<file path="config.mk">
export PLATFORM = sky130hd
export DESIGN_NAME = mwo_dp
export DESIGN_NICKNAME = d
export VERILOG_FILES = /design/src/rtl/mwo_pkg.sv /design/src/rtl/mwo_dp.sv
export SDC_FILE = /design/constraint.sdc
export NUM_CORES = 2
export LEC_CHECK = 0
export BUFFER_PORTS_ARGS = -buffer_cell sky130_fd_sc_hd__buf_2
export CAP_MARGIN = 40
export CORE_ASPECT_RATIO = 1.25
export CORE_MARGIN = 2
export CORE_UTILIZATION = 62
export CTS_CLUSTER_SIZE = 28
export DETAILED_ROUTE_END_ITERATION = 8
export HOLD_SLACK_MARGIN = 0.1
export MAX_ROUTING_LAYER = met4
export PLACE_DENSITY = 0.83
export SYNTH_ARGS = -nofsm -noshare
export SYNTH_HDL_FRONTEND = slang
export SYNTH_SLANG_ARGS = --single-unit
</file>
<file path="constraint.sdc">
create_clock -name clk -period 16.45 [get_ports clk]
set_input_delay 0.8225 -clock clk [delete_from_list [all_inputs] [get_ports clk]]
set_output_delay 0.8225 -clock clk [all_outputs]
set_load 0.01 [all_outputs]
</file>
<file path="src/rtl/mwo_pkg.sv">
`timescale 1ns / 1ps

package mwo_pkg;

  // Field and register widths
  localparam int TICK_W = 32;
  localparam int SEC_W  = 32;
  localparam int NSEC_W = 30;
  localparam int VEL_W  = 32;
  localparam int STAT_W = 2;

  localparam int TPR_W  = 16;
  localparam int GEAR_W = 8;
  localparam int RAD_W  = 20;
  localparam int HTS_W  = 24;
  localparam int SKIP_W = 8;

  localparam int CFG_IDX_W  = 3;
  localparam int CFG_DATA_W = 24;

  // Register indexes
  localparam logic [CFG_IDX_W-1:0] REG_TPR  = 3'd0;
  localparam logic [CFG_IDX_W-1:0] REG_GEAR = 3'd1;
  localparam logic [CFG_IDX_W-1:0] REG_RAD  = 3'd2;
  localparam logic [CFG_IDX_W-1:0] REG_HTS  = 3'd3;
  localparam logic [CFG_IDX_W-1:0] REG_SKIP = 3'd4;

  // Register reset values
  localparam logic [TPR_W-1:0]  TPR_RST  = 16'd41;
  localparam logic [GEAR_W-1:0] GEAR_RST = 8'd5;
  localparam logic [RAD_W-1:0]  RAD_RST  = 20'd75000;
  localparam logic [HTS_W-1:0]  HTS_RST  = 24'd360000;
  localparam logic [SKIP_W-1:0] SKIP_RST = 8'd3;

  // Result status codes
  localparam logic [STAT_W-1:0] STAT_INIT = 2'd0;
  localparam logic [STAT_W-1:0] STAT_CALC = 2'd1;
  localparam logic [STAT_W-1:0] STAT_ZERO = 2'd2;
  localparam logic [STAT_W-1:0] STAT_SAT  = 2'd3;

  localparam int FRAC_BITS_DEF = 16;

  // Arithmetic constants: pi in Q29, ns per second, linear and yaw scale
  localparam logic [30:0] PI_Q29     = 31'd1686629713;
  localparam logic [29:0] NS_PER_SEC = 30'd1000000000;
  localparam logic [9:0]  K_LIN      = 10'd1000;
  localparam logic [29:0] K_YAW      = 30'd1000000000;

  // Internal widths
  localparam int DIFF_W = 33;   // one wheel delta, seconds delta
  localparam int NSD_W  = 31;   // nanoseconds delta
  localparam int SUM_W  = 35;   // signed wheel combination
  localparam int DT_W   = 64;   // signed interval in ns
  localparam int DMAG_W = 63;   // interval magnitude
  localparam int P_W    = 51;   // radius * pi
  localparam int PK_W   = 81;   // radius * pi * scale
  localparam int DV_W   = 87;   // |dt| * ticks * gear
  localparam int DY_W   = 111;  // |dt| * ticks * gear * track
  localparam int MB_W   = 35;   // multiplier operand
  localparam int Q_W    = 33;   // quotient, top bit flags overflow
  localparam int DIV_STEPS = 33;
  localparam int CNT_W  = 6;
  localparam int AXIS_W = 2;
  localparam int N_AXES = 3;

  localparam logic [AXIS_W-1:0] AXIS_YAW = 2'd2;

  typedef enum logic [3:0] {
    OP_NONE,
    OP_CAPTURE,
    OP_DIFF,
    OP_DTMUL,
    OP_DTADD,
    OP_MAG,
    OP_MUL_LOAD,
    OP_MUL_STEP,
    OP_MUL_STORE,
    OP_X_LOAD,
    OP_X_ADD,
    OP_DIV_LOAD,
    OP_DIV_STEP,
    OP_RESULT,
    OP_EMIT
  } dp_op_t;

  // Products built by the shift-add multiplier
  typedef enum logic [2:0] {
    JOB_P,
    JOB_PKV,
    JOB_PKY,
    JOB_DN,
    JOB_DG,
    JOB_DL,
    JOB_NUM
  } mul_job_t;

  typedef struct packed {
    dp_op_t                  op;
    mul_job_t                job;
    logic [AXIS_W-1:0]       axis;
    logic [STAT_W-1:0]       code;
  } dp_cmd_t;

  typedef struct packed {
    logic mul_done;
    logic dt_zero;
  } dp_stat_t;

endpackage

</file>
<file path="src/rtl/mwo_dp.sv">
`timescale 1ns / 1ps

module mwo_dp #(
  parameter int FRAC_BITS = mwo_pkg::FRAC_BITS_DEF
) (
  input  logic                               clk,
  input  logic [mwo_pkg::TPR_W-1:0]          ticks_per_rev,
  input  logic [mwo_pkg::GEAR_W-1:0]         gear_ratio,
  input  logic [mwo_pkg::RAD_W-1:0]          wheel_radius_um,
  input  logic [mwo_pkg::HTS_W-1:0]          half_track_sum_um,
  input  logic signed [mwo_pkg::TICK_W-1:0]  tick_front_left,
  input  logic signed [mwo_pkg::TICK_W-1:0]  tick_front_right,
  input  logic signed [mwo_pkg::TICK_W-1:0]  tick_rear_right,
  input  logic signed [mwo_pkg::TICK_W-1:0]  tick_rear_left,
  input  logic [mwo_pkg::SEC_W-1:0]          stamp_sec,
  input  logic [mwo_pkg::NSEC_W-1:0]         stamp_nsec,
  input  mwo_pkg::dp_cmd_t                   cmd,
  output mwo_pkg::dp_stat_t                  stat,
  output logic signed [mwo_pkg::VEL_W-1:0]   vel_x,
  output logic signed [mwo_pkg::VEL_W-1:0]   vel_y,
  output logic signed [mwo_pkg::VEL_W-1:0]   yaw_rate,
  output logic [mwo_pkg::SEC_W-1:0]          res_sec,
  output logic [mwo_pkg::NSEC_W-1:0]         res_nsec,
  output logic [mwo_pkg::STAT_W-1:0]         status
);

  // Shared register width: divisor shifted up by the quotient length
  localparam int DP_W   = 175 - FRAC_BITS;
  localparam int SH_X   = 30 - FRAC_BITS;
  localparam int SH_D   = 63 - FRAC_BITS;

  localparam int TICK_W = mwo_pkg::TICK_W;
  localparam int SEC_W  = mwo_pkg::SEC_W;
  localparam int NSEC_W = mwo_pkg::NSEC_W;
  localparam int VEL_W  = mwo_pkg::VEL_W;
  localparam int DIFF_W = mwo_pkg::DIFF_W;
  localparam int NSD_W  = mwo_pkg::NSD_W;
  localparam int SUM_W  = mwo_pkg::SUM_W;
  localparam int DT_W   = mwo_pkg::DT_W;
  localparam int DMAG_W = mwo_pkg::DMAG_W;
  localparam int P_W    = mwo_pkg::P_W;
  localparam int PK_W   = mwo_pkg::PK_W;
  localparam int DV_W   = mwo_pkg::DV_W;
  localparam int DY_W   = mwo_pkg::DY_W;
  localparam int MB_W   = mwo_pkg::MB_W;
  localparam int Q_W    = mwo_pkg::Q_W;
  localparam int N_AX   = mwo_pkg::N_AXES;

  localparam logic signed [VEL_W-1:0] VEL_MAX = {1'b0, {(VEL_W-1){1'b1}}};
  localparam logic signed [VEL_W-1:0] VEL_MIN = {1'b1, {(VEL_W-1){1'b0}}};

  // Sample and reference
  logic signed [TICK_W-1:0] cur_tick_r  [4];
  logic signed [TICK_W-1:0] prev_tick_r [4];
  logic [SEC_W-1:0]         cur_sec_r, prev_sec_r;
  logic [NSEC_W-1:0]        cur_nsec_r, prev_nsec_r;

  // Front-end arithmetic
  logic signed [SUM_W-1:0]  sum_r  [N_AX];
  logic [SUM_W-1:0]         smag_r [N_AX];
  logic                     sneg_r [N_AX];
  logic signed [DIFF_W-1:0] secd_r;
  logic signed [NSD_W-1:0]  nsd_r;
  logic signed [DT_W-1:0]   dtsec_r, dt_r;
  logic [DMAG_W-1:0]        dmag_r;
  logic                     dneg_r, dtz_r;

  // Products
  logic [P_W-1:0]           p_r;
  logic [PK_W-1:0]          pkv_r, pky_r;
  logic [DV_W-1:0]          dv_r;
  logic [DY_W-1:0]          dy_r;

  // Shift-add multiplier / restoring divider
  logic [DP_W-1:0]          acc_r, mca_r;
  logic [MB_W-1:0]          mcb_r;
  logic [Q_W-1:0]           q_r;

  // Results
  logic signed [VEL_W-1:0]  vel_r [N_AX];
  logic                     sat_r;
  logic signed [VEL_W-1:0]  vx_r, vy_r, yaw_r;
  logic [SEC_W-1:0]         osec_r;
  logic [NSEC_W-1:0]        onsec_r;
  logic [mwo_pkg::STAT_W-1:0] status_r;

  logic signed [DIFF_W-1:0] d [4];
  logic signed [SUM_W-1:0]  s_nxt [N_AX];
  logic signed [DT_W-1:0]   secd_ext, ns_const;
  logic [mwo_pkg::TPR_W-1:0]  n1;
  logic [mwo_pkg::GEAR_W-1:0] g1;
  logic [mwo_pkg::HTS_W-1:0]  l1;
  logic [DP_W-1:0]          load_a;
  logic [MB_W-1:0]          load_b;
  logic [DP_W-1:0]          dbase;
  logic                     sub;
  logic [DP_W-1:0]          add_a, add_b;
  logic [DP_W:0]            sum_w;
  logic                     rneg, rsat;
  logic [VEL_W-1:0]         qlo;
  logic signed [VEL_W-1:0]  vres;

  // Wheel deltas and mecanum combinations
  always_comb begin
    for (int i = 0; i < 4; i++) begin
      d[i] = DIFF_W'(cur_tick_r[i]) - DIFF_W'(prev_tick_r[i]);
    end
    s_nxt[0] =  SUM_W'(d[0]) + SUM_W'(d[1]) + SUM_W'(d[2]) + SUM_W'(d[3]);
    s_nxt[1] = -SUM_W'(d[0]) + SUM_W'(d[1]) + SUM_W'(d[2]) - SUM_W'(d[3]);
    s_nxt[2] = -SUM_W'(d[0]) + SUM_W'(d[1]) - SUM_W'(d[2]) + SUM_W'(d[3]);
  end

  assign secd_ext = DT_W'(secd_r);
  assign ns_const = DT_W'($signed({1'b0, mwo_pkg::NS_PER_SEC}));

  // Zero divisor registers count as one
  assign n1 = (ticks_per_rev == '0) ? mwo_pkg::TPR_W'(1) : ticks_per_rev;
  assign g1 = (gear_ratio == '0) ? mwo_pkg::GEAR_W'(1) : gear_ratio;
  assign l1 = (half_track_sum_um == '0) ? mwo_pkg::HTS_W'(1) : half_track_sum_um;

  // Multiplier operands per product
  always_comb begin
    case (cmd.job)
      mwo_pkg::JOB_P: begin
        load_a = DP_W'(mwo_pkg::PI_Q29);
        load_b = MB_W'(wheel_radius_um);
      end
      mwo_pkg::JOB_PKV: begin
        load_a = DP_W'(p_r);
        load_b = MB_W'(mwo_pkg::K_LIN);
      end
      mwo_pkg::JOB_PKY: begin
        load_a = DP_W'(p_r);
        load_b = MB_W'(mwo_pkg::K_YAW);
      end
      mwo_pkg::JOB_DN: begin
        load_a = DP_W'(dmag_r);
        load_b = MB_W'(n1);
      end
      mwo_pkg::JOB_DG: begin
        load_a = DP_W'(dv_r);
        load_b = MB_W'(g1);
      end
      mwo_pkg::JOB_DL: begin
        load_a = DP_W'(dv_r);
        load_b = MB_W'(l1);
      end
      mwo_pkg::JOB_NUM: begin
        load_a = (cmd.axis == mwo_pkg::AXIS_YAW) ? DP_W'(pky_r) : DP_W'(pkv_r);
        load_b = MB_W'(smag_r[cmd.axis]);
      end
      default: begin
        load_a = '0;
        load_b = '0;
      end
    endcase
  end

  // Denominator of the current axis
  assign dbase = (cmd.axis == mwo_pkg::AXIS_YAW) ? DP_W'(dy_r) : DP_W'(dv_r);

  // Single wide adder: accumulate, form dividend, trial subtract
  assign sub   = (cmd.op == mwo_pkg::OP_DIV_STEP);
  assign add_a = (cmd.op == mwo_pkg::OP_X_ADD) ? (acc_r << 1) : acc_r;
  assign add_b = sub ? ~mca_r : mca_r;
  assign sum_w = {1'b0, add_a} + {1'b0, add_b} + (DP_W + 1)'(sub);

  // Sign, saturation and negation of one quotient
  always_comb begin
    rneg = sneg_r[cmd.axis] ^ dneg_r;
    qlo  = q_r[VEL_W-1:0];
    if (rneg) begin
      rsat = q_r[Q_W-1] | (q_r[VEL_W-1] & (|q_r[VEL_W-2:0]));
    end else begin
      rsat = q_r[Q_W-1] | q_r[VEL_W-1];
    end
    if (rsat) begin
      vres = rneg ? VEL_MIN : VEL_MAX;
    end else begin
      vres = rneg ? $signed(VEL_W'(0) - qlo) : $signed(qlo);
    end
  end

  always_ff @(posedge clk) begin
    case (cmd.op)
      mwo_pkg::OP_CAPTURE: begin
        cur_tick_r[0] <= tick_front_left;
        cur_tick_r[1] <= tick_front_right;
        cur_tick_r[2] <= tick_rear_right;
        cur_tick_r[3] <= tick_rear_left;
        cur_sec_r     <= stamp_sec;
        cur_nsec_r    <= stamp_nsec;
      end
      mwo_pkg::OP_DIFF: begin
        for (int i = 0; i < N_AX; i++) begin
          sum_r[i] <= s_nxt[i];
        end
        secd_r <= $signed({1'b0, cur_sec_r}) - $signed({1'b0, prev_sec_r});
        nsd_r  <= $signed({1'b0, cur_nsec_r}) - $signed({1'b0, prev_nsec_r});
      end
      mwo_pkg::OP_DTMUL: begin
        dtsec_r <= secd_ext * ns_const;
      end
      mwo_pkg::OP_DTADD: begin
        dt_r <= dtsec_r + DT_W'(nsd_r);
      end
      mwo_pkg::OP_MAG: begin
        dneg_r <= dt_r[DT_W-1];
        dmag_r <= DMAG_W'(dt_r[DT_W-1] ? -dt_r : dt_r);
        dtz_r  <= (dt_r == '0);
        sat_r  <= 1'b0;
        for (int i = 0; i < N_AX; i++) begin
          sneg_r[i] <= sum_r[i][SUM_W-1];
          smag_r[i] <= sum_r[i][SUM_W-1] ? SUM_W'(-sum_r[i]) : SUM_W'(sum_r[i]);
        end
      end
      mwo_pkg::OP_MUL_LOAD: begin
        acc_r <= '0;
        mca_r <= load_a;
        mcb_r <= load_b;
      end
      mwo_pkg::OP_MUL_STEP: begin
        if (mcb_r[0]) begin
          acc_r <= sum_w[DP_W-1:0];
        end
        mca_r <= mca_r << 1;
        mcb_r <= mcb_r >> 1;
      end
      mwo_pkg::OP_MUL_STORE: begin
        case (cmd.job)
          mwo_pkg::JOB_P:   p_r   <= acc_r[P_W-1:0];
          mwo_pkg::JOB_PKV: pkv_r <= acc_r[PK_W-1:0];
          mwo_pkg::JOB_PKY: pky_r <= acc_r[PK_W-1:0];
          mwo_pkg::JOB_DN:  dv_r  <= acc_r[DV_W-1:0];
          mwo_pkg::JOB_DG:  dv_r  <= acc_r[DV_W-1:0];
          mwo_pkg::JOB_DL:  dy_r  <= acc_r[DY_W-1:0];
          default: ;
        endcase
      end
      mwo_pkg::OP_X_LOAD: begin
        // half the doubled divisor, added for round half away from zero
        mca_r <= dbase << SH_X;
      end
      mwo_pkg::OP_X_ADD: begin
        acc_r <= sum_w[DP_W-1:0];
      end
      mwo_pkg::OP_DIV_LOAD: begin
        mca_r <= dbase << SH_D;
        q_r   <= '0;
      end
      mwo_pkg::OP_DIV_STEP: begin
        if (sum_w[DP_W]) begin
          acc_r <= sum_w[DP_W-1:0];
        end
        q_r   <= {q_r[Q_W-2:0], sum_w[DP_W]};
        mca_r <= mca_r >> 1;
      end
      mwo_pkg::OP_RESULT: begin
        vel_r[cmd.axis] <= vres;
        sat_r           <= sat_r | rsat;
      end
      mwo_pkg::OP_EMIT: begin
        if (cmd.code == mwo_pkg::STAT_CALC) begin
          vx_r     <= vel_r[0];
          vy_r     <= vel_r[1];
          yaw_r    <= vel_r[2];
          status_r <= sat_r ? mwo_pkg::STAT_SAT : mwo_pkg::STAT_CALC;
        end else begin
          vx_r     <= '0;
          vy_r     <= '0;
          yaw_r    <= '0;
          status_r <= cmd.code;
        end
        osec_r  <= cur_sec_r;
        onsec_r <= cur_nsec_r;
        // current sample becomes the reference
        for (int i = 0; i < 4; i++) begin
          prev_tick_r[i] <= cur_tick_r[i];
        end
        prev_sec_r  <= cur_sec_r;
        prev_nsec_r <= cur_nsec_r;
      end
      default: ;
    endcase
  end

  assign stat.mul_done = (mcb_r == '0);
  assign stat.dt_zero  = dtz_r;

  assign vel_x    = vx_r;
  assign vel_y    = vy_r;
  assign yaw_rate = yaw_r;
  assign res_sec  = osec_r;
  assign res_nsec = onsec_r;
  assign status   = status_r;

endmodule

</file>
==> impl_metrics.toml <==
[global_routing]
grt_usage = 0.359
first_global_vias = 87888
grt_pass1_wl_um = 519000
met1_usage = 0.424
top_usage_layer = "met2"
grt_util_met2 = 0.602
use_met3 = 0.0559
grt_overflow = 0
grt_max_degree = 173
antenna_found_initial = 15

[routing]
via_count = 86569
drc = 0
drtPass1Iterations = 6
antenna_left = 0
drt_wl_total_um = 346000
wl_per_cell_um = 25.1
drt-initial-drc-count = 8641
routed_via_density = 6.27

[synth]
synthesis.area_mm2 = 0.119
yosysUniqueCellTypes = 83
synth_edf_count = 1833
async_flop_share = 0
synth_flop_cell = "edfxtp_1"
ys_warn_count = 0
postSynthCellCount = 10611
seq_area_frac_synth = 0.461
synth_nets = 12293
avgSynthCellArea_um2 = 11.2
ys_ff_latch = 1833

[layout]
area_growth_syn_to_layout_pct = 10.6
fin_nets = 12772
drive_above_1_share = 0.103
final_core_util = 0.687
final_cell_area_mm2 = 0.132
instances_no_fill = 13799

[sta]
setup_violations = 0
min_period_ps = 9020
fin_crit_sh = 0.549
worstMarginPinSlew_ps = 1110
fmax_mhz = 111
clock_skew_ps = 64.4
rsz0062_at_grt = "false"
setup_tns_ps = 0
drv_slew = 0
relSlewSlack = 0.256
finalHoldViolations = 0

[pwr]
peakVddDrop_mv = 0.113
combPwrFrac = 0.358
seqPwrFrac = 0.368
power.net_switching_mw = 5.31
p_sw_frac = 0.341
powerDensity_mw_per_mm2 = 118
clkPwrFrac = 0.274
power_leakage_nw = 53.1
p_int_mw = 10.3

[outcome]
status = "complete, no violations"

[cts]
numCtsBuffers = 181
clock_latency_ps = 880
cts_buffer_depth = 3
post_cts_resized = 0
htreeDepth = 4
ctsHoldBuffers = 82
clock-sinks = 1833
cts_root_buffer = "clkbuf_16"
cts_setup_buffers = 0
cts_tree = "yes"
clk_pin_slew_worst_paths_ps = 60

[hold_path]
min_path_cells = 1
holdPathEnd = "cur_tick_r[0][2]"
hp-start = "tick_front_left[2]"
min_path_type = "in2reg"

[placed_design]
place_hpwl_um = 264000
place_congestion = 1.05
place_area_mm2 = 0.125
io_buffers = 431
placed_cells = 13368

[floorplanning]
core_mm2 = 0.192
die_x_um = 396
design.die.area_mm2 = 0.196
die_h_um = 494
ioPinCount = 432
rows = 180
start_util = 0.622

[setup_path]
critPathRequiredTime_ps = 17040
cpPeakStageDelay_ps = 840
reg2reg_depth = 28
crit_path_frequent_cell = "o21ai_0"
r2r_slack_ps = 7430
path_class = "reg2reg"
r2r-end = "sum_r[0][34]"
end_kind = "register"
slowest_stage = "o311ai_0"
worst_ep_arrival_time_ps = 9610
cp-start-kind = "register"
timing.rr.start = "cur_tick_r[2][1]"
crit_fanout = 5

[job]
maxCapViolCount = 0
[worst max-delay path: cells and delay by family (launching register included)]
family | cells | cell delay, ps
fa+ha+maj | 4 | 1580
compound gates | 17 | 4890
flops | 1 | 450
simple gates | 4 | 1320
buf+inv | 1 | 50
xor+xnor | 2 | 480
[routing by layer]
metal | routed length, um | vias to the layer above
met4 | 19500 | 0
li1 | - | 39393
met3 | 26400 | 855
met1 | 128000 | 42536
met2 | 172000 | 3785
met5 | 0 | -
[how the worst max path moves through the flow]
stage	cells after the start	slack (ps)	to	start
after floorplan	3	1480	cur_nsec_r[0]	cmd[7]
after global placement	24	6920	acc_r[33]	cmd[7]
after detailed placement	25	6950	acc_r[32]	cmd[7]
after CTS	31	7470	sum_r[0][69]	prev_tick_r[1][1]
after global routing	33	6810	sum_r[0][104]	prev_tick_r[1][1]
final	28	7430	sum_r[0][34]	cur_tick_r[2][1]
[state kept, by name, summed over array words and instances (netlist names), 96 cells and up]
signal and flops:
vel_r 96, cur_tick_r 128, mca_r 159, prev_tick_r 128, acc_r 159, dy_r 111
smag_r 105, sum_r 105
[area by class of cell]
cell class | count | area (um2)
Tap cell | 2548 | 3190
Fill cell | 13931 | 60000
Clock inverter | 130 | 1430
Timing Repair Buffer | 658 | 4440
Clock buffer | 201 | 4630
Inverter | 1116 | 4190
Multi-Input combinational cell | 7300 | 59000
Sequential cell | 1833 | 55000
Antenna cell | 13 | 32.5
[metrics by stage]
stage,power [mW],hold WS (ps),setup slack [ps]
2_1_floorplan,9.88,400,1480
3_3_place_gp,11.1,406,6920
3_5_place_dp,11.3,405,6950
4_1_cts,15.5,100,7470
5_1_grt,16.4,120,6810
6_report,15.6,143,7430
[power groups by stage]
stage | Sequential [mW] | Combinational [mW] | Clock [mW]
final | 5.72 | 5.57 | 4.27
after global routing | 5.74 | 6.17 | 4.45
after CTS | 5.72 | 5.52 | 4.29
after detailed placement | 5.82 | 5.45 | 0
after global placement | 5.82 | 5.30 | 0
after floorplan | 5.80 | 4.08 | 0
[cell usage after synthesis (all sizes together), types with 120 or more instances]
cell type	number	area, um2
mux2	203	2290
nor3	138	691
mux2i	165	1650
nor2	715	2680
clkbuf	323	1210
fa	507	10100
xnor2	501	4390
and2	160	1000
nand2	629	2360
a21oi	752	3760
edfxtp	1833	55000
ha	905	11300
xor2	173	1520
o21ai	495	2480
a21o	284	2130
inv	1115	4190
nand3	120	601
[logic make-up (layout without fill, tap and decap cells)]
family | count (synthesis) | count (layout) | share of synthesized area
buffers and inverters | 1478 | 2105 | 0.0465
other | 0 | 13 | 0
AO/OA/AOI/OAI | 2531 | 2531 | 0.137
multiplexers | 368 | 368 | 0.0330
AND/OR/NAND/NOR | 2308 | 2308 | 0.0918
adder cells (fa/ha/maj) | 1416 | 1416 | 0.180
XOR/XNOR | 677 | 677 | 0.0501
flip-flops | 1833 | 1833 | 0.461
[layout by cell type (no fill, tap or decap), types with 42 or more instances in the layout]
cell and count:
o21bai_1 113, nor2_1 704, a211oi_1 78, dlygate4sd3_1 82, a21boi_0 46, o22ai_1 59
edfxtp_1 1833, o21ai_0 494, a21o_1 282, o21a_1 77, ha_1 905, or3_1 55
and3_1 47, o31ai_1 79, fa_1 507, and2_1 158, nor3_1 130, mux2i_1 165
a21oi_1 751, nand4_1 114, a31oi_1 70, clkbuf_16 182, nor2b_1 76, clkinv_2 43
a22o_1 43, nor4_1 47, inv_1 1114, xnor2_1 500, nand2_1 626, mux2_2 203
nand3_1 118, a221oi_1 75, nand2b_1 94, xor2_1 173, buf_2 433, buf_4 107
o221ai_1 42
Power figures use the tool's default switching activity.
