$ cat src/rtl/mwo_pkg.sv
`timescale 1ns / 1ps

package mwo_pkg;

  // Field and register widths
  localparam int TICK_W = 32;
  localparam int SEC_W  = 32;
  localparam int NSEC_W = 30;
  localparam int VEL_W  = 32;
  localparam int STAT_W = 2;

  localparam int TPR_W  = 16;
  localparam int GEAR_W = 8;
  localparam int RAD_W  = 20;
  localparam int HTS_W  = 24;
  localparam int SKIP_W = 8;

  localparam int CFG_IDX_W  = 3;
  localparam int CFG_DATA_W = 24;

  // Register indexes
  localparam logic [CFG_IDX_W-1:0] REG_TPR  = 3'd0;
  localparam logic [CFG_IDX_W-1:0] REG_GEAR = 3'd1;
  localparam logic [CFG_IDX_W-1:0] REG_RAD  = 3'd2;
  localparam logic [CFG_IDX_W-1:0] REG_HTS  = 3'd3;
  localparam logic [CFG_IDX_W-1:0] REG_SKIP = 3'd4;

  // Register reset values
  localparam logic [TPR_W-1:0]  TPR_RST  = 16'd41;
  localparam logic [GEAR_W-1:0] GEAR_RST = 8'd5;
  localparam logic [RAD_W-1:0]  RAD_RST  = 20'd75000;
  localparam logic [HTS_W-1:0]  HTS_RST  = 24'd360000;
  localparam logic [SKIP_W-1:0] SKIP_RST = 8'd3;

  // Result status codes
  localparam logic [STAT_W-1:0] STAT_INIT = 2'd0;
  localparam logic [STAT_W-1:0] STAT_CALC = 2'd1;
  localparam logic [STAT_W-1:0] STAT_ZERO = 2'd2;
  localparam logic [STAT_W-1:0] STAT_SAT  = 2'd3;

  localparam int FRAC_BITS_DEF = 16;

  // Arithmetic constants: pi in Q29, ns per second, linear and yaw scale
  localparam logic [30:0] PI_Q29     = 31'd1686629713;
  localparam logic [29:0] NS_PER_SEC = 30'd1000000000;
  localparam logic [9:0]  K_LIN      = 10'd1000;
  localparam logic [29:0] K_YAW      = 30'd1000000000;

  // Internal widths
  localparam int DIFF_W = 33;   // one wheel delta, seconds delta
  localparam int NSD_W  = 31;   // nanoseconds delta
  localparam int SUM_W  = 35;   // signed wheel combination
  localparam int DT_W   = 64;   // signed interval in ns
  localparam int DMAG_W = 63;   // interval magnitude
  localparam int P_W    = 51;   // radius * pi
  localparam int PK_W   = 81;   // radius * pi * scale
  localparam int DV_W   = 87;   // |dt| * ticks * gear
  localparam int DY_W   = 111;  // |dt| * ticks * gear * track
  localparam int MB_W   = 35;   // multiplier operand
  localparam int Q_W    = 33;   // quotient, top bit flags overflow
  localparam int DIV_STEPS = 33;
  localparam int CNT_W  = 6;
  localparam int AXIS_W = 2;
  localparam int N_AXES = 3;

  localparam logic [AXIS_W-1:0] AXIS_YAW = 2'd2;

  typedef enum logic [3:0] {
    OP_NONE,
    OP_CAPTURE,
    OP_DIFF,
    OP_DTMUL,
    OP_DTADD,
    OP_MAG,
    OP_MUL_LOAD,
    OP_MUL_STEP,
    OP_MUL_STORE,
    OP_X_LOAD,
    OP_X_ADD,
    OP_DIV_LOAD,
    OP_DIV_STEP,
    OP_RESULT,
    OP_EMIT
  } dp_op_t;

  // Products built by the shift-add multiplier
  typedef enum logic [2:0] {
    JOB_P,
    JOB_PKV,
    JOB_PKY,
    JOB_DN,
    JOB_DG,
    JOB_DL,
    JOB_NUM
  } mul_job_t;

  typedef struct packed {
    dp_op_t                  op;
    mul_job_t                job;
    logic [AXIS_W-1:0]       axis;
    logic [STAT_W-1:0]       code;
  } dp_cmd_t;

  typedef struct packed {
    logic mul_done;
    logic dt_zero;
  } dp_stat_t;

endpackage

$ cat src/rtl/mwo_ctrl.sv
`timescale 1ns / 1ps

module mwo_ctrl (
  input  logic                        clk,
  input  logic                        rst_n,
  input  logic                        in_valid,
  output logic                        in_ready,
  output logic                        out_valid,
  input  logic                        out_ready,
  input  logic [mwo_pkg::SKIP_W-1:0]  skip_count,
  output mwo_pkg::dp_cmd_t            cmd,
  input  mwo_pkg::dp_stat_t           stat
);

  localparam int CNT_W  = mwo_pkg::CNT_W;
  localparam int SKIP_W = mwo_pkg::SKIP_W;

  typedef enum logic [3:0] {
    S_IDLE,
    S_DIFF,
    S_DTMUL,
    S_DTADD,
    S_MAG,
    S_CHK,
    S_MLOAD,
    S_MSTEP,
    S_MSTORE,
    S_XLOAD,
    S_XADD,
    S_DLOAD,
    S_DSTEP,
    S_RES,
    S_EMIT
  } state_t;

  state_t                            state_r, state_nxt;
  logic                              started_r, started_nxt;
  logic [SKIP_W-1:0]                 skip_cnt_r, skip_cnt_nxt;
  mwo_pkg::mul_job_t                 job_r, job_nxt;
  logic [mwo_pkg::AXIS_W-1:0]        axis_r, axis_nxt;
  logic [CNT_W-1:0]                  cnt_r, cnt_nxt;
  logic [mwo_pkg::STAT_W-1:0]        code_r, code_nxt;
  logic                              out_valid_r, out_valid_nxt;

  assign out_valid = out_valid_r;

  // Next state and command decode
  always_comb begin
    state_nxt     = state_r;
    started_nxt   = started_r;
    skip_cnt_nxt  = skip_cnt_r;
    job_nxt       = job_r;
    axis_nxt      = axis_r;
    cnt_nxt       = cnt_r;
    code_nxt      = code_r;
    out_valid_nxt = out_valid_r && !out_ready;
    in_ready      = 1'b0;
    cmd.op        = mwo_pkg::OP_NONE;
    cmd.job       = job_r;
    cmd.axis      = axis_r;
    cmd.code      = code_r;

    unique case (state_r)
      S_IDLE: begin
        in_ready = 1'b1;
        if (in_valid) begin
          cmd.op = mwo_pkg::OP_CAPTURE;
          if (!started_r) begin
            code_nxt  = mwo_pkg::STAT_INIT;
            state_nxt = S_EMIT;
          end else if (skip_cnt_r < skip_count) begin
            skip_cnt_nxt = skip_cnt_r + 1'b1;
          end else begin
            state_nxt = S_DIFF;
          end
        end
      end
      S_DIFF: begin
        cmd.op    = mwo_pkg::OP_DIFF;
        state_nxt = S_DTMUL;
      end
      S_DTMUL: begin
        cmd.op    = mwo_pkg::OP_DTMUL;
        state_nxt = S_DTADD;
      end
      S_DTADD: begin
        cmd.op    = mwo_pkg::OP_DTADD;
        state_nxt = S_MAG;
      end
      S_MAG: begin
        cmd.op    = mwo_pkg::OP_MAG;
        state_nxt = S_CHK;
      end
      S_CHK: begin
        if (stat.dt_zero) begin
          code_nxt  = mwo_pkg::STAT_ZERO;
          state_nxt = S_EMIT;
        end else begin
          code_nxt  = mwo_pkg::STAT_CALC;
          job_nxt   = mwo_pkg::JOB_P;
          axis_nxt  = '0;
          state_nxt = S_MLOAD;
        end
      end
      S_MLOAD: begin
        cmd.op    = mwo_pkg::OP_MUL_LOAD;
        state_nxt = S_MSTEP;
      end
      S_MSTEP: begin
        if (stat.mul_done) begin
          state_nxt = (job_r == mwo_pkg::JOB_NUM) ? S_XLOAD : S_MSTORE;
        end else begin
          cmd.op = mwo_pkg::OP_MUL_STEP;
        end
      end
      S_MSTORE: begin
        cmd.op    = mwo_pkg::OP_MUL_STORE;
        job_nxt   = mwo_pkg::mul_job_t'(job_r + 3'd1);
        state_nxt = S_MLOAD;
      end
      S_XLOAD: begin
        cmd.op    = mwo_pkg::OP_X_LOAD;
        state_nxt = S_XADD;
      end
      S_XADD: begin
        cmd.op    = mwo_pkg::OP_X_ADD;
        state_nxt = S_DLOAD;
      end
      S_DLOAD: begin
        cmd.op    = mwo_pkg::OP_DIV_LOAD;
        cnt_nxt   = '0;
        state_nxt = S_DSTEP;
      end
      S_DSTEP: begin
        cmd.op = mwo_pkg::OP_DIV_STEP;
        if (cnt_r == CNT_W'(mwo_pkg::DIV_STEPS - 1)) begin
          state_nxt = S_RES;
        end else begin
          cnt_nxt = cnt_r + 1'b1;
        end
      end
      S_RES: begin
        cmd.op = mwo_pkg::OP_RESULT;
        if (axis_r == mwo_pkg::AXIS_YAW) begin
          state_nxt = S_EMIT;
        end else begin
          axis_nxt  = axis_r + 1'b1;
          state_nxt = S_MLOAD;
        end
      end
      S_EMIT: begin
        // hold until the output register is free
        if (!out_valid_r || out_ready) begin
          cmd.op        = mwo_pkg::OP_EMIT;
          out_valid_nxt = 1'b1;
          started_nxt   = 1'b1;
          if (code_r != mwo_pkg::STAT_INIT) begin
            skip_cnt_nxt = '0;
          end
          state_nxt = S_IDLE;
        end
      end
      default: begin
        state_nxt = S_IDLE;
      end
    endcase
  end

  // State and registered outputs
  always_ff @(posedge clk) begin
    if (!rst_n) begin
      state_r     <= S_IDLE;
      started_r   <= 1'b0;
      skip_cnt_r  <= '0;
      job_r       <= mwo_pkg::JOB_P;
      axis_r      <= '0;
      cnt_r       <= '0;
      code_r      <= mwo_pkg::STAT_INIT;
      out_valid_r <= 1'b0;
    end else begin
      state_r     <= state_nxt;
      started_r   <= started_nxt;
      skip_cnt_r  <= skip_cnt_nxt;
      job_r       <= job_nxt;
      axis_r      <= axis_nxt;
      cnt_r       <= cnt_nxt;
      code_r      <= code_nxt;
      out_valid_r <= out_valid_nxt;
    end
  end

endmodule

$ cat config.mk
export PLATFORM = sky130hd
export DESIGN_NAME = mwo_ctrl
export DESIGN_NICKNAME = d
export VERILOG_FILES = /design/src/rtl/mwo_pkg.sv /design/src/rtl/mwo_ctrl.sv
export SDC_FILE = /design/constraint.sdc
export NUM_CORES = 1
export LEC_CHECK = 0
export BUFFER_PORTS_ARGS = -buffer_cell sky130_fd_sc_hd__clkbuf_2
export CAP_MARGIN = 5
export CORE_AREA = 3 3 60 62
export CTS_CLUSTER_SIZE = 40
export DETAILED_ROUTE_END_ITERATION = 12
export DIE_AREA = 0 0 63 65
export HOLD_SLACK_MARGIN = 0.06
export PLACE_DENSITY = 0.81
export SLEW_MARGIN = 40
export SYNTH_ARGS = -nofsm -noshare
export SYNTH_HDL_FRONTEND = slang
export SYNTH_SLANG_ARGS = --single-unit
$ cat constraint.sdc
create_clock -name clk -period 3.1 [get_ports clk]
set_input_delay 0.155 -clock clk [delete_from_list [all_inputs] [get_ports clk]]
set_output_delay 0.155 -clock clk [all_outputs]
set_load 0.05 [all_outputs]
==> results of run 1 <==
[path summary, 6_finish.rpt]
path,endpoint,cells after the start,start
worst max-delay path,skip_cnt_r[5],6,state_r[1]
worst max register to register,skip_cnt_r[5],6,state_r[1]
worst min-delay path,code_r[1],3,stat[0]
worst min register to register,skip_cnt_r[7],2,skip_cnt_r[7]
[cells in the final DEF, fill, tap and decap left out, types with 9 or more instances in the layout]
cell type  synthesis  final
nor2_1            29     29
dfxtp_1           27     27
clkbuf_2           0     26
inv_1             15     15
nand2_1           15     15
a21oi_1           13     13
ha_1              13     13
nor2b_1            9      9
o21ai_0            9      9
xnor2_1            9      9
[worst max-delay path, cell delays in order (launching register included)]
cell	delay, ps
dfxtp_1	550
or4_4	660
nor3b_4	230
o211ai_4	160
nor3b_4	200
o31ai_4	320
nor2_1	100
[layout make-up]
cell class,instances,area [µm²],share of cell area
clock buffers,4,26.3,0.0129
inverters,15,56.3,0.0275
multi-input cells,175,1230,0.601
flip-flops and latches,27,541,0.264
well taps,44,55.1,0.0269
repair buffers,27,138,0.0673
[flip-flops by register name, indices dropped and copies added, names as in the netlist]
register,flops
out_valid,1
job_r,3
started_r,1
axis_r,2
skip_cnt_r,8
code_r,2
state_r,4
cnt_r,6
[stage by stage]
step	instance area (µm²)	hold slack [ps]	instances	power, mW	utilization
after floorplan	1860	283	225	1.04	-
after global placement	2020	483	288	1.16	0.656
after detailed placement	2020	485	288	1.17	0.656
after CTS	2040	151	292	1.31	0.664
after global routing	2040	184	292	1.39	0.664
final	2040	165	292	1.32	0.664
[report_power, final]
| part | leakage, nW | total [mW] | internal [mW] | switching (mW) |
|---|---|---|---|---|
| logic | 0.624 | 0.689 | 0.245 | 0.444 |
| clock network | 0.0150 | 0.150 | 0.0503 | 0.0993 |
| registers | 0.219 | 0.478 | 0.381 | 0.0974 |
| total | 0.857 | 1.32 | 0.676 | 0.641 |
[cells in the mapped netlist (all sizes together), types with 3 or more instances]
library cell / n
a21boi: 7
and2: 3
o22ai: 5
xnor2: 9
nand3: 4
nor2: 29
o21ai: 10
o211ai: 3
inv: 15
a21oi: 13
o21a: 5
nand4: 4
ha: 13
nor3b: 3
xor2: 4
and3: 5
nor3: 3
nand2b: 5
nand2: 15
clkbuf: 8
dfxtp: 27
nor2b: 9
[metal layers]
metal | GRT usage | share of wire
met4 | 0.0413 | 0.011
met1 | 0.263 | 0.50
met2 | 0.316 | 0.44
met3 | 0.0225 | 0.042
met5 | 0 | 0
[cell families (layout without fill, tap and decap cells)]
kind of cell               after synthesis  in the layout  share of synthesized area
adders and majority gates               13             13                     0.0877
AOI/OAI and AO/OA                       58             58                      0.244
xor gates and xnor gates                13             13                     0.0614
buffers and inverters                   23             46                     0.0465
muxes                                    2              2                     0.0108
DFF                                     27             27                      0.291
and+or+nand+nor                         89             89                      0.258
==> reports/results.ini, run 1 <==
[logic_synthesis]
synthDominantCellAreaShare=0.291
synth_edf_count=0
synthArstFlopShare=0
synth_cell_type_count=48
yosys.area.top_type=dfxtp_1
synth_area_leaders=dfxtp_1 (29%), ha_1 (8.8%), nor2_1 (5.9%), xnor2_1 (4.2%), a21oi_1 (3.5%)
synth_seq_cells=27
synth_cells=225
synth_nets=252
synth_warnings=0
seq_area_frac_synth=0.291
synth.avg_cell_area_um2=8.25
netlist_area_um2=1860
synth_ff_type=dfxtp_1

[global_route]
grt_max_degree=26
grt_overflow=0
grtUsageTotal=0.190
antenna_found_initial=0
grt_pass1_wl_mm=6.37
grt_pass1_vias=1446

[clocking]
cts_buffer_depth=2
cts_tree=yes
cts-root-buf=clkbuf_4
cts_made_buffers=3
holdBufCountCts=0
cts_resized=0
htreeDepth=1
clkLatencyLatePin_ps=320
clkTransAtPathRegs_ps=140
cts.sinks=27
post_cts_buffers=0

[placed_design]
portBuffers=26
dp_hpwl_mm=2.84
dp_slack_ps=779
gp_congestion=0.765

[finish]
fillCellCount=285
syn2layout_area_growth_pct=10.2
drive_above_1_share=0.153
nets=276
antenna-diode-count=0

[routing]
final_antenna_net_count=0
wl_mm=3.75
drc=0
vias_per_cell=5.49
wl_per_cell_um=12.8
firstDrtPassIters=4
drt_iter0_markers=48
route.vias.total=1602

[sta]
worst_pin_slew_ps=743
finalHoldViolCount=0
min_period_over_period=0.749
setup_tns_ps=0
layout_setup_ws_ps=777
slew_headroom=0.500
rsz0062_at_grt=no
finalSetupViolCount=0
drv_slew=0
fmax_mhz=430
finClkSkew_ps=2.71
post-route-min-period_ps=2320

[critical_path]
cp_max_fo=25
worstSetupEndpointType=flip-flop
path_class=flip-flop to flip-flop
worst_setup_path_start_kind=flip-flop
reg2reg_setup_slack_ps=780
crit_required_ps=3310
cp.arrival_ps=2540

[floorplanning]
placement_rows=20
core_um2=3080
initial_core_util=0.603
ios=27
die-area_um2=4100
fp.dieW_um=63
die_h_um=65

[min_path]
hold_class=input pin to flip-flop

[run]
cap_violations=0

[run_status]
status=completed

[pwr]
p_per_area_nw_per_um2=644
vdd_drop_max_mv=0.611
power.leakage_nw=0.857

Note: power is estimated with default switching activity, not from simulation.
==> run 2, diff against run 1 <==
CORE_AREA = 3 3 65 67   (was 3 3 60 62)
DIE_AREA = 0 0 68 70   (was 0 0 63 65)
PLACE_DENSITY = 0.73   (was 0.81)
clock period = 1.95 ns   (was 3.1 ns; I/O delays follow)
==> run 2 against run 1 <==
Effect of this change: the run now ends with negative setup slack left; non-clock buffer count is 30 higher; clock skew is 6.8 ps higher; sequential power is 35% higher; via count is 8.9% higher; core utilization is 2.6 points lower; wire length is 13% higher; count of clock-buffer cells in the layout is 1 lower; final area is 15% higher; global-route usage is 0.092 points higher; first-iteration DRC count is 110% higher.
==> reports/results.ini, run 2 (synthesis gave the netlist of run 1 again) <==
[run_status]
status=finished, violations left
violations=negative setup slack

[critical_path]
path_class=flip-flop to flip-flop
worstSetupEndpointType=flip-flop
critPathSlowestCell=or4_4
worst_setup_path_start_kind=flip-flop
cp.arrival_ps=2140  ; -400 ps
cp_max_fo=4  ; -84%
max_stage_delay_ps=560  ; -100 ps
path_cells=or4_4 > nor3b_4 > o211ai_4 > buf_6 > o311ai_4 > buf_4 > mux2i_1 > nor2b_1
crit_required_ps=2120  ; -1190 ps

[floorplanning]
die_h_um=70  ; +7.7%
ios=27  ; unchanged
fp.dieW_um=68  ; +7.9%
die-area_um2=4760  ; +16%
core_um2=3690  ; +20%
initial_core_util=0.503  ; -0.0998
placement_rows=22  ; +10%

[global_route]
grt_pass1_wl_mm=7.38  ; +16%
antenna_found_initial=0  ; unchanged
grt_overflow=0  ; unchanged
grt_pass1_vias=1673  ; +16%
grt_max_degree=25  ; -3.8%
grtUsageTotal=0.191  ; +0.000924

[pwr]
p_per_area_nw_per_um2=1020  ; +58%
power.leakage_nw=1.03  ; +20%
total_power_mw=2.39  ; +82%
vdd_drop_max_mv=0.817  ; +34%

[routing]
final_antenna_net_count=0  ; unchanged
drt_iter0_markers=99  ; +110%
route.vias.total=1744  ; +8.9%
wl_mm=4.24  ; +13%
vias_per_cell=5.35  ; -2.5%
firstDrtPassIters=5  ; +1
drc=0  ; unchanged
wl_per_cell_um=13.0  ; +1.5%

[sta]
finClkSkew_ps=9.54  ; +6.83 ps
rsz0062_at_grt=yes
layout_setup_ws_ps=-22.9  ; -799 ps
post-route-min-period_ps=1970  ; -351 ps
worst_pin_slew_ps=859  ; +116 ps
finalSetupViolCount=4  ; +4
finalHoldViolCount=0  ; unchanged
slew_headroom=0.426  ; -0.0737
min_period_over_period=1.01  ; +0.262
fmax_mhz=507  ; +18%
drv_slew=0  ; unchanged

[placed_design]
dp_slack_ps=-67.9  ; -847 ps
gp_congestion=0.806  ; +5.4%
dp_hpwl_mm=3.19  ; +12%
portBuffers=26  ; unchanged

[finish]
largest-register=skip_cnt_r
antenna-diode-count=0  ; unchanged
largestRegisters=skip_cnt_r (8), cnt_r (6), state_r (4)
nets=306  ; +11%
drive_above_1_share=0.277  ; +0.124
ff_latch_area_um2=544  ; +0.69%
final_core_util=0.638  ; -0.0262
syn2layout_area_growth_pct=26.8
final_cell_mix=nor2_1 (29), buf_4 (29), clkbuf_2 (25)
fillCellCount=310  ; +8.8%
largest_register_ffs=8  ; unchanged
multi_input_area_um2=1270  ; +3.7%

[clocking]
htreeDepth=1  ; unchanged
cts_tree=yes
cts-root-buf=clkbuf_8
clkTransAtPathRegs_ps=100  ; -40 ps
cts_buffer_depth=2  ; unchanged
holdBufCountCts=0  ; unchanged
cts_made_buffers=3  ; unchanged
clkLatencyLatePin_ps=280  ; -40 ps
cts.sinks=27  ; unchanged

[run]
cap_violations=0  ; unchanged

[min_path]
hold_class=input pin to flip-flop

-- run 2: cell types whose count changed in the layout (fill, tap and decap cells not counted), sizes merged --
cell      previous run  this run
clkbuf              30        28
clkinvlp             0         1
buf                  1        32
-- run 2: final cells by class --
class                      instances  area share
sequential                        27       0.231
timing repair buffer              57       0.157
tap                               48      0.0255
multi-input combinational        175       0.541
inverter                          15      0.0239
clock inverter                     1     0.00319
clock buffer                       3      0.0175
-- run 2: worst max-delay path: cells and delay by family, from the launching register on --
| family | cells | cell delay (ps) |
|---|---|---|
| AND/OR/NAND/NOR | 3 | 840 |
| AO/OA/AOI/OAI | 2 | 200 |
| buffers and inverters | 2 | 330 |
| multiplexers | 1 | 170 |
| flip-flops | 1 | 330 |
-- run 2: per-stage QoR --
| step | cells | instance area [µm²] | setup TNS, ps | hold slack [ps] |
|---|---|---|---|---|
| after floorplan | 225 | 1860 | -4.00 | 226 |
| after global placement | 317 | 2220 | -212 | 412 |
| after detailed placement | 317 | 2220 | -407 | 423 |
| after CTS | 326 | 2340 | -57.7 | 131 |
| after global routing | 326 | 2350 | -1170 | 129 |
| final | 326 | 2350 | -47.0 | 136 |
-- run 2: report_power, final --
part / internal [mW] / total, mW / switching [mW]
registers: 0.605 / 0.644 / 0.0382
logic: 0.534 / 1.42 / 0.885
clock network: 0.145 / 0.332 / 0.186
total: 1.28 / 2.39 / 1.11
-- run 2: timing repair --
action	CTS	global route
endpoints found under the setup margin	9	13
gates resized for setup	10	3
buffers inserted	5	0
pin swaps	4	3
hold endpoints to repair	0	0
-- run 2: path summary, 6_finish.rpt --
| path | from | endpoint | slack, ps | cells after the start |
|---|---|---|---|---|
| setup / recovery | state_r[1] | state_r[1] | -20 | 8 |
| hold / removal | stat[0] | code_r[1] | 140 | 3 |
| setup reg to reg | state_r[1] | state_r[1] | -20 | 8 |
| hold reg to reg | cnt_r[5] | cnt_r[5] | 550 | 2 |
-- run 2: per-layer routing --
layer,vias up,global-route usage,share of wire
li1,901,-,-
met1,777,0.270,0.46
met2,64,0.307,0.47
met3,2,0.0257,0.059
met4,0,0.0353,0.0068
met5,-,0,0
==> run 3, diff against run 2 <==
CORE_AREA = 3 3 64 66   (was 3 3 65 67)
CTS_BUF_LIST = sky130_fd_sc_hd__clkbuf_4 sky130_fd_sc_hd__clkbuf_8   (was not set)
DIE_AREA = 0 0 67 69   (was 0 0 68 70)
PLACE_DENSITY = 0.75   (was 0.73)
==> run 3 against run 2 <==
Effect of this change: the flow still finishes with violations (negative setup slack); flip-flop and latch count did not move; final cell count fell by 1.5%; die area fell by 2.9%; critical path type unchanged; critical endpoint is now skip_cnt_r[5]; largest power group unchanged; highest routed layer unchanged.
==> reports/results.ini, run 3 (synthesis gave the netlist of run 1 again) <==
[min_path]
hold_class=input pin to flip-flop

[finish]
syn2layout_area_growth_pct=26.8  ; unchanged
fin_cells=321  ; -1.5%
largest_register_ffs=8  ; unchanged
final_cell_mix=nor2_1 (25), clkbuf_2 (25), dfxtp_1 (23)
largest-register=skip_cnt_r
nets=301  ; -1.6%
largestRegisters=skip_cnt_r (8), cnt_r (6), state_r (4)
drive_above_1_share=0.289  ; +0.0124
antenna-diode-count=0  ; unchanged

[global_route]
antenna_found_initial=0  ; unchanged
grtUsageTotal=0.193  ; +0.00159
grt_pass1_wl_mm=7.08  ; -4.0%
grt_overflow=0  ; unchanged
grt_max_degree=25  ; unchanged
grt_pass1_vias=1602  ; -4.2%

[floorplanning]
die_h_um=69  ; -1.4%
initial_core_util=0.511  ; +0.00762
ios=27  ; unchanged
placement_rows=22  ; unchanged
fp.dieW_um=67  ; -1.5%
core_um2=3630  ; -1.5%
die-area_um2=4620  ; -2.9%

[placed_design]
dp.cells=313  ; -1.3%
portBuffers=26  ; unchanged
gp_congestion=0.842  ; +4.4%
dp_hpwl_mm=3.02  ; -5.4%

[sta]
holdWs_ps=132  ; -3.96 ps
layout_setup_ws_ps=-34.9  ; -12.0 ps
finalSetupViolCount=8  ; +4
finClkSkew_ps=1.99  ; -7.55 ps
post-route-min-period_ps=1980  ; +12.0 ps
fmax_mhz=504  ; -0.61%
min_period_over_period=1.02  ; +0.00616
drv_slew=0  ; unchanged
worst_pin_slew_ps=601  ; -258 ps
finalHoldViolCount=0  ; unchanged
rsz0062_at_grt=yes
slew_headroom=0.599  ; +0.172

[routing]
final_antenna_net_count=0  ; unchanged
wl_mm=4.20  ; -1.0%
wl_per_cell_um=13.1  ; +0.53%
route.vias.total=1726  ; -1.0%
drc=0  ; unchanged
drt_iter0_markers=81  ; -18%
firstDrtPassIters=4  ; -1
vias_per_cell=5.38  ; +0.51%

[pwr]
clockPowerShare=0.140  ; +0.002
sw_frac_of_total=0.458  ; -0.00541
vdd_drop_max_mv=0.890  ; +8.9%
p_per_area_nw_per_um2=1020  ; +0.70%
switching_power_mw=1.10  ; -0.48%
power_frac_comb=0.592  ; about the same
internal_power_mw=1.31  ; +1.7%
power.leakage_nw=1.01  ; -1.9%
total_power_mw=2.41  ; +0.70%
seq_power_share=0.268  ; about the same

[run_status]
status=finished, violations left
violations=negative setup slack

[run]
cap_violations=0  ; unchanged

[clocking]
clkTransAtPathRegs_ps=90  ; about the same
htreeDepth=1  ; unchanged
cts_buffer_depth=2  ; unchanged
cts-root-buf=clkbuf_8
holdBufCountCts=0  ; unchanged
cts_made_buffers=3  ; unchanged
cts_tree=yes
cts.sinks=27  ; unchanged
clkLatencyLatePin_ps=280  ; about the same

[critical_path]
path_cells=or4_4 > nor3b_4 > o211ai_4 > nor3b_4 > o31ai_4 > buf_6 > nor2_1
max_stage_delay_ps=570  ; about the same
critPathSlowestCell=or4_4
path_class=flip-flop to flip-flop
path_common_cell=nor3b_4
cp_max_fo=8  ; +4
crit_required_ps=2130  ; about the same
cp.arrival_ps=2160  ; +20 ps
worst_setup_path_start_kind=flip-flop
worstSetupEndpointType=flip-flop

## run 3: metal layers
metal	up-vias	global-route usage	routed length, µm
met1	796	0.254	1840
li1	888	-	-
met5	-	0	0
met2	37	0.312	2130
met4	0	0.0878	66
met3	5	0.0163	160
## run 3: what timing repair did
action,CTS,global route
setup endpoints to repair,2,13
gates resized for setup,8,15
buffers inserted,2,3
endpoints found under the hold margin,0,0
pin swaps,4,10
## run 3: power by group through the flow
stage	registers (mW)	logic (mW)	clock network (mW)
floorplan	0.709	0.956	0
global placement	0.654	1.30	0
detailed placement	0.656	1.31	0
CTS	0.643	1.34	0.342
global route	0.658	1.54	0.361
finish	0.647	1.43	0.338
## run 3: cell type report
cell class / count / area (µm²)
well taps: 48 / 60.1
inverters: 15 / 56.3
clock buffers: 4 / 48.8
repair buffers: 52 / 343
flip-flops and latches: 27 / 546
multi-input cells: 175 / 1300
fillers: 331 / 1280
## run 3: stage by stage
stage          cell area (µm²)  utilization  TNS [ps]  setup WS, ps
2_1_floorplan             1860            -     -4.00         -4.00
3_3_place_gp              2190        0.602         0          27.4
3_5_place_dp              2190        0.602     -23.1         -23.1
4_1_cts                   2280        0.628     -14.2         -7.27
5_1_grt                   2350        0.648     -1010          -122
6_report                  2350        0.648      -200         -34.9
## run 3: final timing paths
| kind | cells past startpoint | start | endpoint | slack, ps |
|---|---|---|---|---|
| setup / recovery | 7 | state_r[0] | skip_cnt_r[5] | -30 |
| hold / removal | 3 | stat[0] | code_r[1] | 130 |
| setup reg to reg | 7 | state_r[0] | skip_cnt_r[5] | -30 |
| hold reg to reg | 2 | cnt_r[5] | cnt_r[5] | 550 |
## run 3: critical path, delay by kind of cell (launching register included)
family                 cells  cell delay [ps]
buffers and inverters      1              170
AO/OA/AOI/OAI              2              350
flip-flops                 1              330
AND/OR/NAND/NOR            4             1040
